==> src/rtl/core/tbor_pkg.sv <==
// Shared widths, constants and divider handshake types for the touch
// baseline outlier removal block. Used by the top level and the divider.
`timescale 1ns / 1ps

package tbor_pkg;

  localparam int MAX_NODES = 64;
  localparam int IDX_W     = $clog2(MAX_NODES);
  localparam int CNT_W     = $clog2(MAX_NODES + 1);
  localparam int VAL_W     = 16;
  localparam int SUM_W     = 24;
  localparam int DIV_W     = SUM_W;
  localparam int DVSR_W    = 2 * CNT_W;

  typedef struct packed {
    logic              start;
    logic [DIV_W-1:0]  dividend;
    logic [DVSR_W-1:0] divisor;
  } div_req_t;

  typedef struct packed {
    logic             done;
    logic [DIV_W-1:0] quotient;
  } div_rsp_t;

endpackage

==> src/rtl/core/tbor_div.sv <==
// Shared sequential divider: signed dividend over a positive divisor,
// quotient truncated toward zero, one quotient bit per cycle.
// Depends on tbor_pkg for widths and the request and response types.
`timescale 1ns / 1ps

module tbor_div (
  input  logic               clk_i,
  input  logic               rst_ni,
  input  tbor_pkg::div_req_t req_i,
  output tbor_pkg::div_rsp_t rsp_o
);

  localparam int DIV_W  = tbor_pkg::DIV_W;
  localparam int DVSR_W = tbor_pkg::DVSR_W;
  localparam int STEP_W = $clog2(DIV_W);

  logic              busy_q;
  logic              done_q;
  logic [STEP_W-1:0] step_q;
  logic              neg_q;
  logic [DIV_W-1:0]  mag_q;
  logic [DIV_W-1:0]  quo_q;
  logic [DVSR_W-1:0] rem_q;
  logic [DVSR_W-1:0] dvsr_q;
  logic [DIV_W-1:0]  res_q;

  logic [DIV_W-1:0]  abs_in;
  logic [DVSR_W:0]   rem_sh;
  logic              fits;
  logic [DVSR_W-1:0] rem_nx;
  logic [DIV_W-1:0]  quo_nx;

  always_comb begin
    abs_in = req_i.dividend[DIV_W-1] ? (~req_i.dividend + 1'b1) : req_i.dividend;
    rem_sh = {rem_q, mag_q[DIV_W-1]};
    fits   = rem_sh >= {1'b0, dvsr_q};
    rem_nx = fits ? DVSR_W'(rem_sh - {1'b0, dvsr_q}) : rem_sh[DVSR_W-1:0];
    quo_nx = {quo_q[DIV_W-2:0], fits};
  end

  always_ff @(posedge clk_i or negedge rst_ni) begin
    if (!rst_ni) begin
      busy_q <= 1'b0;
      done_q <= 1'b0;
      step_q <= '0;
      neg_q  <= 1'b0;
      mag_q  <= '0;
      quo_q  <= '0;
      rem_q  <= '0;
      dvsr_q <= '0;
      res_q  <= '0;
    end else begin
      done_q <= 1'b0;
      if (req_i.start && !busy_q) begin
        busy_q <= 1'b1;
        step_q <= '0;
        neg_q  <= req_i.dividend[DIV_W-1];
        mag_q  <= abs_in;
        quo_q  <= '0;
        rem_q  <= '0;
        dvsr_q <= req_i.divisor;
      end else if (busy_q) begin
        mag_q  <= {mag_q[DIV_W-2:0], 1'b0};
        rem_q  <= rem_nx;
        quo_q  <= quo_nx;
        step_q <= step_q + 1'b1;
        if (step_q == STEP_W'(DIV_W - 1)) begin
          busy_q <= 1'b0;
          done_q <= 1'b1;
          res_q  <= neg_q ? (~quo_nx + 1'b1) : quo_nx;
        end
      end
    end
  end

  assign rsp_o.done     = done_q;
  assign rsp_o.quotient = res_q;

endmodule

==> src/rtl/core/touch_baseline_outlier_removal.sv <==
// Top level of the touch baseline outlier removal block: node store,
// frame sequencer, configuration registers and output register.
// Depends on tbor_pkg and tbor_div.
`timescale 1ns / 1ps

// Samples are taken one per cycle until the transfer that carries frame_end.
// The frame is then processed with the input stalled. All divisions share one
// divider. With n stored nodes, b baseline nodes and p of them pulled down,
// processing averages the b baseline nodes, checks each of the n nodes, divides
// twice for each of the p pulled nodes, averages again and then gives one result
// per node while the output is not stalled. Without baseline nodes both averaging
// divisions are skipped. Up to MAX_NODES samples are kept; later ones are dropped.
module touch_baseline_outlier_removal (
  input  logic        clk_i,
  input  logic        rst_ni,
  input  logic        psel,
  input  logic        penable,
  input  logic        pwrite,
  input  logic [2:0]  paddr,
  input  logic [31:0] pwdata,
  output logic [31:0] prdata,
  output logic        pready,
  input  logic        in_valid_i,
  output logic        in_stall_o,
  input  logic [15:0] sample_i,
  input  logic        frame_end_i,
  output logic        out_valid_o,
  input  logic        out_stall_i,
  output logic [15:0] corrected_o,
  output logic        replaced_o,
  output logic        result_last_o
);

  localparam int MAX_NODES = tbor_pkg::MAX_NODES;
  localparam int IDX_W     = tbor_pkg::IDX_W;
  localparam int CNT_W     = tbor_pkg::CNT_W;
  localparam int VAL_W     = tbor_pkg::VAL_W;
  localparam int SUM_W     = tbor_pkg::SUM_W;
  localparam int DIV_W     = tbor_pkg::DIV_W;
  localparam int DVSR_W    = tbor_pkg::DVSR_W;

  localparam logic REG_THR  = 1'b0;
  localparam logic REG_BAND = 1'b1;

  localparam logic [3:0] S_LOAD = 4'd0;
  localparam logic [3:0] S_AVG1 = 4'd1;
  localparam logic [3:0] S_RD1  = 4'd2;
  localparam logic [3:0] S_CHK1 = 4'd3;
  localparam logic [3:0] S_DIVA = 4'd4;
  localparam logic [3:0] S_DIVB = 4'd5;
  localparam logic [3:0] S_AVG2 = 4'd6;
  localparam logic [3:0] S_ORD  = 4'd7;
  localparam logic [3:0] S_OWR  = 4'd8;

  logic [3:0]              state_q, state_d;
  logic [15:0]             thr_q, thr_d;
  logic [14:0]             band_q, band_d;
  logic [CNT_W-1:0]        node_cnt_q, node_cnt_d;
  logic [CNT_W-1:0]        band_cnt_q, band_cnt_d;
  logic [SUM_W-1:0]        band_sum_q, band_sum_d;
  logic [SUM_W-1:0]        sum2_q, sum2_d;
  logic [CNT_W-1:0]        idx_q, idx_d;
  logic [VAL_W-1:0]        avg_q, avg_d;
  logic [VAL_W-1:0]        avg2_q, avg2_d;
  logic [DIV_W-1:0]        q1_q, q1_d;
  logic [16:0]             exc_q, exc_d;
  logic [DVSR_W-1:0]       cnt_sq_q, cnt_sq_d;
  logic                    out_valid_q, out_valid_d;
  logic [VAL_W-1:0]        out_val_q, out_val_d;
  logic                    out_rep_q, out_rep_d;
  logic                    out_last_q, out_last_d;

  logic [VAL_W:0]          mem_q [MAX_NODES];
  logic [VAL_W:0]          rd_q;
  logic                    wr_en;
  logic [IDX_W-1:0]        wr_addr;
  logic [VAL_W:0]          wr_data;

  tbor_pkg::div_req_t      div_req;
  tbor_pkg::div_rsp_t      div_rsp;

  logic                    cfg_wr;
  logic                    in_acc;
  logic                    store_ok;
  logic                    is_base;
  logic [16:0]             s17, lim17;
  logic [CNT_W-1:0]        nc_nx, bc_nx;
  logic [SUM_W-1:0]        bs_nx;
  logic [VAL_W-1:0]        rd_val;
  logic                    rd_mark;
  logic [16:0]             exc_now;
  logic                    pull;
  logic [19:0]             new_full;
  logic [VAL_W-1:0]        new_sat;
  logic [SUM_W-1:0]        sum2_add;
  logic                    last_node;
  logic                    out_load;
  logic [DVSR_W-1:0]       cnt_ext;

  tbor_div u_div (
    .clk_i  (clk_i),
    .rst_ni (rst_ni),
    .req_i  (div_req),
    .rsp_o  (div_rsp)
  );

  assign pready = 1'b1;
  assign cfg_wr = psel && penable && pwrite;
  assign prdata = (paddr[2] == REG_BAND) ? {17'b0, band_q} : {{16{thr_q[15]}}, thr_q};

  always_comb begin
    thr_d  = thr_q;
    band_d = band_q;
    if (cfg_wr) begin
      if (paddr[2] == REG_THR) begin
        thr_d = pwdata[15:0];
      end else begin
        band_d = pwdata[14:0];
      end
    end
  end

  assign in_stall_o = (state_q != S_LOAD);
  assign in_acc     = in_valid_i && !in_stall_o;
  assign store_ok   = node_cnt_q < CNT_W'(MAX_NODES);
  assign s17        = {sample_i[15], sample_i};
  assign lim17      = {2'b00, band_q};
  assign is_base    = ($signed(s17) <= $signed(lim17)) && ($signed(s17) >= -$signed(lim17));
  assign nc_nx      = node_cnt_q + CNT_W'(store_ok);
  assign bc_nx      = band_cnt_q + CNT_W'(store_ok && is_base);
  assign bs_nx      = (store_ok && is_base) ?
                      band_sum_q + {{(SUM_W-VAL_W){sample_i[15]}}, sample_i} : band_sum_q;

  assign rd_val    = rd_q[VAL_W-1:0];
  assign rd_mark   = rd_q[VAL_W];
  assign exc_now   = {rd_val[15], rd_val} - {avg_q[15], avg_q};
  assign pull      = $signed(exc_now) >= $signed({thr_q[15], thr_q});
  assign new_full  = {{4{avg_q[15]}}, avg_q} - q1_q[19:0] - div_rsp.quotient[19:0];
  assign last_node = (idx_q + 1'b1) == node_cnt_q;
  assign cnt_ext   = {{(DVSR_W-CNT_W){1'b0}}, band_cnt_q};
  assign out_load  = (state_q == S_OWR) && (!out_valid_q || !out_stall_i);

  always_comb begin
    if ($signed(new_full) > 20'sd32767) begin
      new_sat = 16'h7FFF;
    end else if ($signed(new_full) < -20'sd32768) begin
      new_sat = 16'h8000;
    end else begin
      new_sat = new_full[15:0];
    end
  end

  always_comb begin
    state_d     = state_q;
    node_cnt_d  = node_cnt_q;
    band_cnt_d  = band_cnt_q;
    band_sum_d  = band_sum_q;
    sum2_d      = sum2_q;
    idx_d       = idx_q;
    avg_d       = avg_q;
    avg2_d      = avg2_q;
    q1_d        = q1_q;
    exc_d       = exc_q;
    cnt_sq_d    = cnt_sq_q;
    out_val_d   = out_val_q;
    out_rep_d   = out_rep_q;
    out_last_d  = out_last_q;
    out_valid_d = (out_valid_q && !out_stall_i) ? 1'b0 : out_valid_q;
    wr_en       = 1'b0;
    wr_addr     = node_cnt_q[IDX_W-1:0];
    wr_data     = {!is_base, sample_i};
    sum2_add    = sum2_q;
    div_req     = '0;

    case (state_q)
      S_LOAD: begin
        if (in_acc) begin
          wr_en      = store_ok;
          node_cnt_d = nc_nx;
          band_cnt_d = bc_nx;
          band_sum_d = bs_nx;
          idx_d      = '0;
          sum2_d     = '0;
          if (frame_end_i) begin
            if (bc_nx != '0) begin
              div_req.start    = 1'b1;
              div_req.dividend = bs_nx;
              div_req.divisor  = {{(DVSR_W-CNT_W){1'b0}}, bc_nx};
              state_d          = S_AVG1;
            end else begin
              state_d = S_ORD;
            end
          end
        end
      end
      S_AVG1: begin
        if (div_rsp.done) begin
          avg_d    = div_rsp.quotient[VAL_W-1:0];
          cnt_sq_d = cnt_ext * cnt_ext;
          state_d  = S_RD1;
        end
      end
      S_RD1: begin
        state_d = S_CHK1;
      end
      S_CHK1: begin
        if (!rd_mark && pull) begin
          exc_d            = exc_now;
          div_req.start    = 1'b1;
          div_req.dividend = {{(DIV_W-17){exc_now[16]}}, exc_now};
          div_req.divisor  = cnt_ext;
          state_d          = S_DIVA;
        end else begin
          if (!rd_mark) begin
            sum2_add = sum2_q + {{(SUM_W-VAL_W){rd_val[15]}}, rd_val};
          end
          sum2_d = sum2_add;
          if (last_node) begin
            div_req.start    = 1'b1;
            div_req.dividend = sum2_add;
            div_req.divisor  = cnt_ext;
            state_d          = S_AVG2;
          end else begin
            idx_d   = idx_q + 1'b1;
            state_d = S_RD1;
          end
        end
      end
      S_DIVA: begin
        if (div_rsp.done) begin
          q1_d             = div_rsp.quotient;
          div_req.start    = 1'b1;
          div_req.dividend = {{(DIV_W-17){exc_q[16]}}, exc_q};
          div_req.divisor  = cnt_sq_q;
          state_d          = S_DIVB;
        end
      end
      S_DIVB: begin
        if (div_rsp.done) begin
          wr_en    = 1'b1;
          wr_addr  = idx_q[IDX_W-1:0];
          wr_data  = {1'b0, new_sat};
          sum2_add = sum2_q + {{(SUM_W-VAL_W){new_sat[15]}}, new_sat};
          sum2_d   = sum2_add;
          if (last_node) begin
            div_req.start    = 1'b1;
            div_req.dividend = sum2_add;
            div_req.divisor  = cnt_ext;
            state_d          = S_AVG2;
          end else begin
            idx_d   = idx_q + 1'b1;
            state_d = S_RD1;
          end
        end
      end
      S_AVG2: begin
        if (div_rsp.done) begin
          avg2_d  = div_rsp.quotient[VAL_W-1:0];
          idx_d   = '0;
          state_d = S_ORD;
        end
      end
      S_ORD: begin
        state_d = S_OWR;
      end
      S_OWR: begin
        if (out_load) begin
          out_valid_d = 1'b1;
          out_rep_d   = rd_mark && (band_cnt_q != '0);
          out_val_d   = (rd_mark && (band_cnt_q != '0)) ? avg2_q : rd_val;
          out_last_d  = last_node;
          if (last_node) begin
            node_cnt_d = '0;
            band_cnt_d = '0;
            band_sum_d = '0;
            idx_d      = '0;
            state_d    = S_LOAD;
          end else begin
            idx_d   = idx_q + 1'b1;
            state_d = S_ORD;
          end
        end
      end
      default: begin
        state_d = S_LOAD;
      end
    endcase
  end

  always_ff @(posedge clk_i) begin
    if (wr_en) begin
      mem_q[wr_addr] <= wr_data;
    end
    rd_q <= mem_q[idx_q[IDX_W-1:0]];
  end

  always_ff @(posedge clk_i or negedge rst_ni) begin
    if (!rst_ni) begin
      state_q     <= S_LOAD;
      thr_q       <= 16'd500;
      band_q      <= 15'd360;
      node_cnt_q  <= '0;
      band_cnt_q  <= '0;
      band_sum_q  <= '0;
      sum2_q      <= '0;
      idx_q       <= '0;
      avg_q       <= '0;
      avg2_q      <= '0;
      q1_q        <= '0;
      exc_q       <= '0;
      cnt_sq_q    <= '0;
      out_valid_q <= 1'b0;
      out_val_q   <= '0;
      out_rep_q   <= 1'b0;
      out_last_q  <= 1'b0;
    end else begin
      state_q     <= state_d;
      thr_q       <= thr_d;
      band_q      <= band_d;
      node_cnt_q  <= node_cnt_d;
      band_cnt_q  <= band_cnt_d;
      band_sum_q  <= band_sum_d;
      sum2_q      <= sum2_d;
      idx_q       <= idx_d;
      avg_q       <= avg_d;
      avg2_q      <= avg2_d;
      q1_q        <= q1_d;
      exc_q       <= exc_d;
      cnt_sq_q    <= cnt_sq_d;
      out_valid_q <= out_valid_d;
      out_val_q   <= out_val_d;
      out_rep_q   <= out_rep_d;
      out_last_q  <= out_last_d;
    end
  end

  assign out_valid_o   = out_valid_q;
  assign corrected_o   = out_val_q;
  assign replaced_o    = out_rep_q;
  assign result_last_o = out_last_q;

endmodule
==> config.mk <==
export PLATFORM = sky130hd
export DESIGN_NAME = touch_baseline_outlier_removal
export DESIGN_NICKNAME = d
export VERILOG_FILES = /design/src/rtl/core/tbor_pkg.sv /design/src/rtl/core/tbor_div.sv /design/src/rtl/core/touch_baseline_outlier_removal.sv
export SDC_FILE = /design/constraint.sdc
export NUM_CORES = 2
export LEC_CHECK = 0
export BUFFER_PORTS_ARGS = -buffer_cell sky130_fd_sc_hd__buf_2
export CORE_UTILIZATION = 41
export DETAILED_ROUTE_END_ITERATION = 7
export GPL_TIMING_DRIVEN = 1
export SYNTH_ARGS = -nofsm -noshare
export SYNTH_HDL_FRONTEND = slang
export SYNTH_SLANG_ARGS = --single-unit
==> constraint.sdc <==
create_clock -name clk_i -period 6.7 [get_ports clk_i]
set_input_delay 0 -clock clk_i [delete_from_list [all_inputs] [get_ports clk_i]]
set_output_delay 0 -clock clk_i [all_outputs]
set_load 0.05 [all_outputs]
==> run_results.csv <==
group,metric,value,unit
worst_setup_path,path_common_cell,"o21ai_2",
worst_setup_path,worst_path_largest_cell_delay,480,ps
route,vias_per_cell,5.69,
floorplan,start_util,41.3,%
worst_setup_path,critical_path_class,"flop to flop",
route,wl,190000,um
hold_path,hold_start,"pwdata[3]",
final_layout,nets,5673,
pwr,seqPwrFrac,27.0,%
timing,rsz0062_at_grt,"true",
timing,slew_headroom,17.2,%
timing,finalHoldViolCount,0,
global_routing,antenna_found_initial,9,
cts,cts_tree,"done",
worst_setup_path,r2r-start,"q1_q[2]",
placed_design,place_hpwl,124000,um
timing,slew_violations,0,
timing,setup_viol,0,
worst_setup_path,cp-startpoint,"q1_q[2]",
worst_setup_path,required,7390,ps
logic_synthesis,ys_seq_elements,1409,
cts,clockBufferDepth,3,
pwr,power.density,528,nW/um2
timing,fmax,150,MHz
logic_synthesis,netlist_area,67100,um2
pwr,p_int,24400,uW
route,drt_iter0_markers,4092,
global_routing,overflow,0,
global_routing,first_global_vias,42700,
logic_synthesis,yosysWarnings,0,
global_routing,grt_max_degree,151,
worst_setup_path,critPathMaxFanout,14,
placed_design,dp_slack,-367,ps
logic_synthesis,ys_seq_area_share,60.6,%
floorplan,ioPinCount,112,
final_layout,mostFrequentLayoutCell,"edfxtp_1",
logic_synthesis,synthArstFlopShare,21.6,%
cts,clk_latency,810,ps
pwr,pwr-share-comb,53.0,%
timing,worst_slew_pin_slew,1240,ps
floorplan,fp.dieH,407,um
cts,cts.sinks,1409,
floorplan,core,163000,um2
final_layout,syn2layout_area_growth,15.5,%
final_layout,layout-drive-gt1-share,18.9,%
placed_design,gp_congestion,0.929,
logic_synthesis,syn_area_per_cell,13.2,um2
logic_synthesis,synth_top_flop_cell,"edfxtp_1",
timing,whs,60.9,ps
worst_setup_path,rr_endpoint,"u_div.mag_q[21]",
worst_setup_path,endpoint_kind,"flop",
cts,cts-root-buf,"clkbuf_16",
final_layout,layout_common_cells,"edfxtp_1, nand2_1, o21ai_0",
job,drv_cap,0,
floorplan,die_x,407,um
route,via_count,43700,
worst_setup_path,critPathLaunchType,"flop",
timing,fin_setup_tns,0,ps
placed_design,portBuffers,92,
timing,fin_skew,59.0,ps
logic_synthesis,synthDistinctLibCells,102,
worst_setup_path,crit_path_top_delay_cell,"fa_1",
pwr,clkPwrFrac,20.0,%
logic_synthesis,synth_edf_count,1088,
hold_path,hp-class,"primary input to flop",
worst_setup_path,timing.reg2reg.setup_slack,50,ps
pwr,p_sw,16600,uW
timing,timing.final.crit_period,6650,ps
route,drt_pass1_iterations,6,
route,routedWlPerCell,24.8,um
pwr,switching_share,40.5,%
global_routing,grt_pass1_wl,281000,um
hold_path,whs_path_depth,3,
logic_synthesis,syn-num-nets,5369,
status,outcome,"finished, final reports clean",
cts,cts_made_buffers,151,
route,ant_nets,0,
timing,finalCritPeriodShare,99.2,%
cts,path_clk_slew,60,ps
hold_path,min_to,"thr_q[3]",
floorplan,row_count,148,
timing,setup_ws,51.9,ps
worst_setup_path,arrival,7340,ps
global_routing,grtUsageTotal,23.0,%
floorplan,fp.dieArea,165000,um2
pwr,totalPowerFinal,40900,uW
cts,cts-htree-levels,4,
route,route.detailed.drc,0,
worst_setup_path,reg2reg_depth,30,
pwr,ir_worst_vdd,0.667,mV
pwr,p_leak,0.0278,uW
logic_synthesis,synthCells,5069,
final_layout,fin_util,47.7,%
==> metrics by stage <==
| stage | cells | instance area [um2] |
|---|---|---|
| after floorplan | 5069 | 67100 |
| after global placement | 7339 | 71700 |
| after detailed placement | 7339 | 71700 |
| after CTS | 7658 | 77000 |
| after global routing | 7671 | 77500 |
| final | 7673 | 77500 |
==> registers in the layout (all words and copies together) (netlist names), 15 cells and up <==
register and cells:
q1_q 20, mem_q 1088, u_div.mag_q 24, avg_q 16, avg2_q 16, u_div.quo_q 19, exc_q 17, sum2_q 24
thr_q 16, band_sum_q 24, corrected_o 16, band_q 15, u_div.res_q 20, rd_q 17
==> cell usage after synthesis (all sizes together) (27+ instances only) <==
master  number  area share (%)
xor2        62            0.81
o21ai      363             2.7
buf         74            0.58
fa          38             1.1
a21oi      309             2.3
mux2i      252             3.8
a211oi      39            0.44
inv        184             1.0
nor3        50            0.37
mux4       153             5.1
o31ai       31            0.35
a31oi       35            0.33
dfrtp      294              11
xnor2      108             1.4
nand2b      29            0.27
nand3       58            0.43
nand2      455             2.5
o22ai       75            0.70
o221ai      77             1.0
and3        28            0.26
clkbuf     200             1.1
mux2       110             1.8
nor2       251             1.4
nand4       27            0.25
a21o        51            0.57
and2        38            0.35
edfxtp    1088              49
a22o        30            0.39
ha         203             3.8
o211ai      41            0.47
==> worst max path at each step <==
stage                            endpoint  slack (ps)  cells after the start
after floorplan              mem_q[0][10]        -320                     16
after CTS                 u_div.mag_q[21]           4                     29
after global placement    u_div.mag_q[21]        -360                     29
final                     u_div.mag_q[21]          50                     30
after global routing       u_div.mag_q[9]        -220                     31
after detailed placement  u_div.mag_q[21]        -370                     29
==> power groups by stage <==
stage	Clock (uW)	Sequential (uW)	Combinational, uW
global route	8680	11100	23300
CTS	8350	11000	19700
global placement	0	11200	19200
detailed placement	0	11200	19100
finish	8190	11100	21700
floorplan	0	10900	11800
==> logic make-up after synthesis <==
| logic type | count (synthesis) | synth area share (%) |
|---|---|---|
| AOI/OAI and AO/OA | 1244 | 11.9 |
| xor gates and xnor gates | 171 | 2.25 |
| adders and majority gates | 241 | 4.92 |
| buffers and inverters | 459 | 2.73 |
| DFF | 1409 | 60.6 |
| muxes | 515 | 10.7 |
| other | 1 | 0.00559 |
| and+or+nand+nor | 1029 | 6.91 |
==> timing repair <==
item                                    CTS  global route
endpoints found under the setup margin   24            24
resized for setup                        21            91
cloned                                    0             0
hold endpoints to repair                161             0
buffers inserted                          6            14
pin swaps                                13            78
hold buffers                             37             0
==> critical path: cells and delay by family, from the launching register on <==
family / cells / cell delay [ps]
simple gates: 3 / 780
flops: 1 / 350
buf+inv: 4 / 530
fa+ha+maj: 3 / 1040
xor+xnor: 2 / 210
compound gates: 18 / 3640
==> area by class of cell <==
class	instances	area, um2
fill	14400	85100
sequential	1409	40600
multi-input combinational	3201	25400
clock buffer	195	4050
timing repair buffer	425	3230
tap	2175	2720
clock inverter	81	803
inverter	185	702
antenna	2	5.00
==> layer usage <==
layer	track usage, %	up-vias	part of all wire [%]
li1	-	19900	-
met1	31.7	22100	43
met2	36.7	1360	47
met3	4.25	309	6.7
met4	7.35	6	3.2
met5	0	-	0.027
Power figures use the tool's default switching activity.
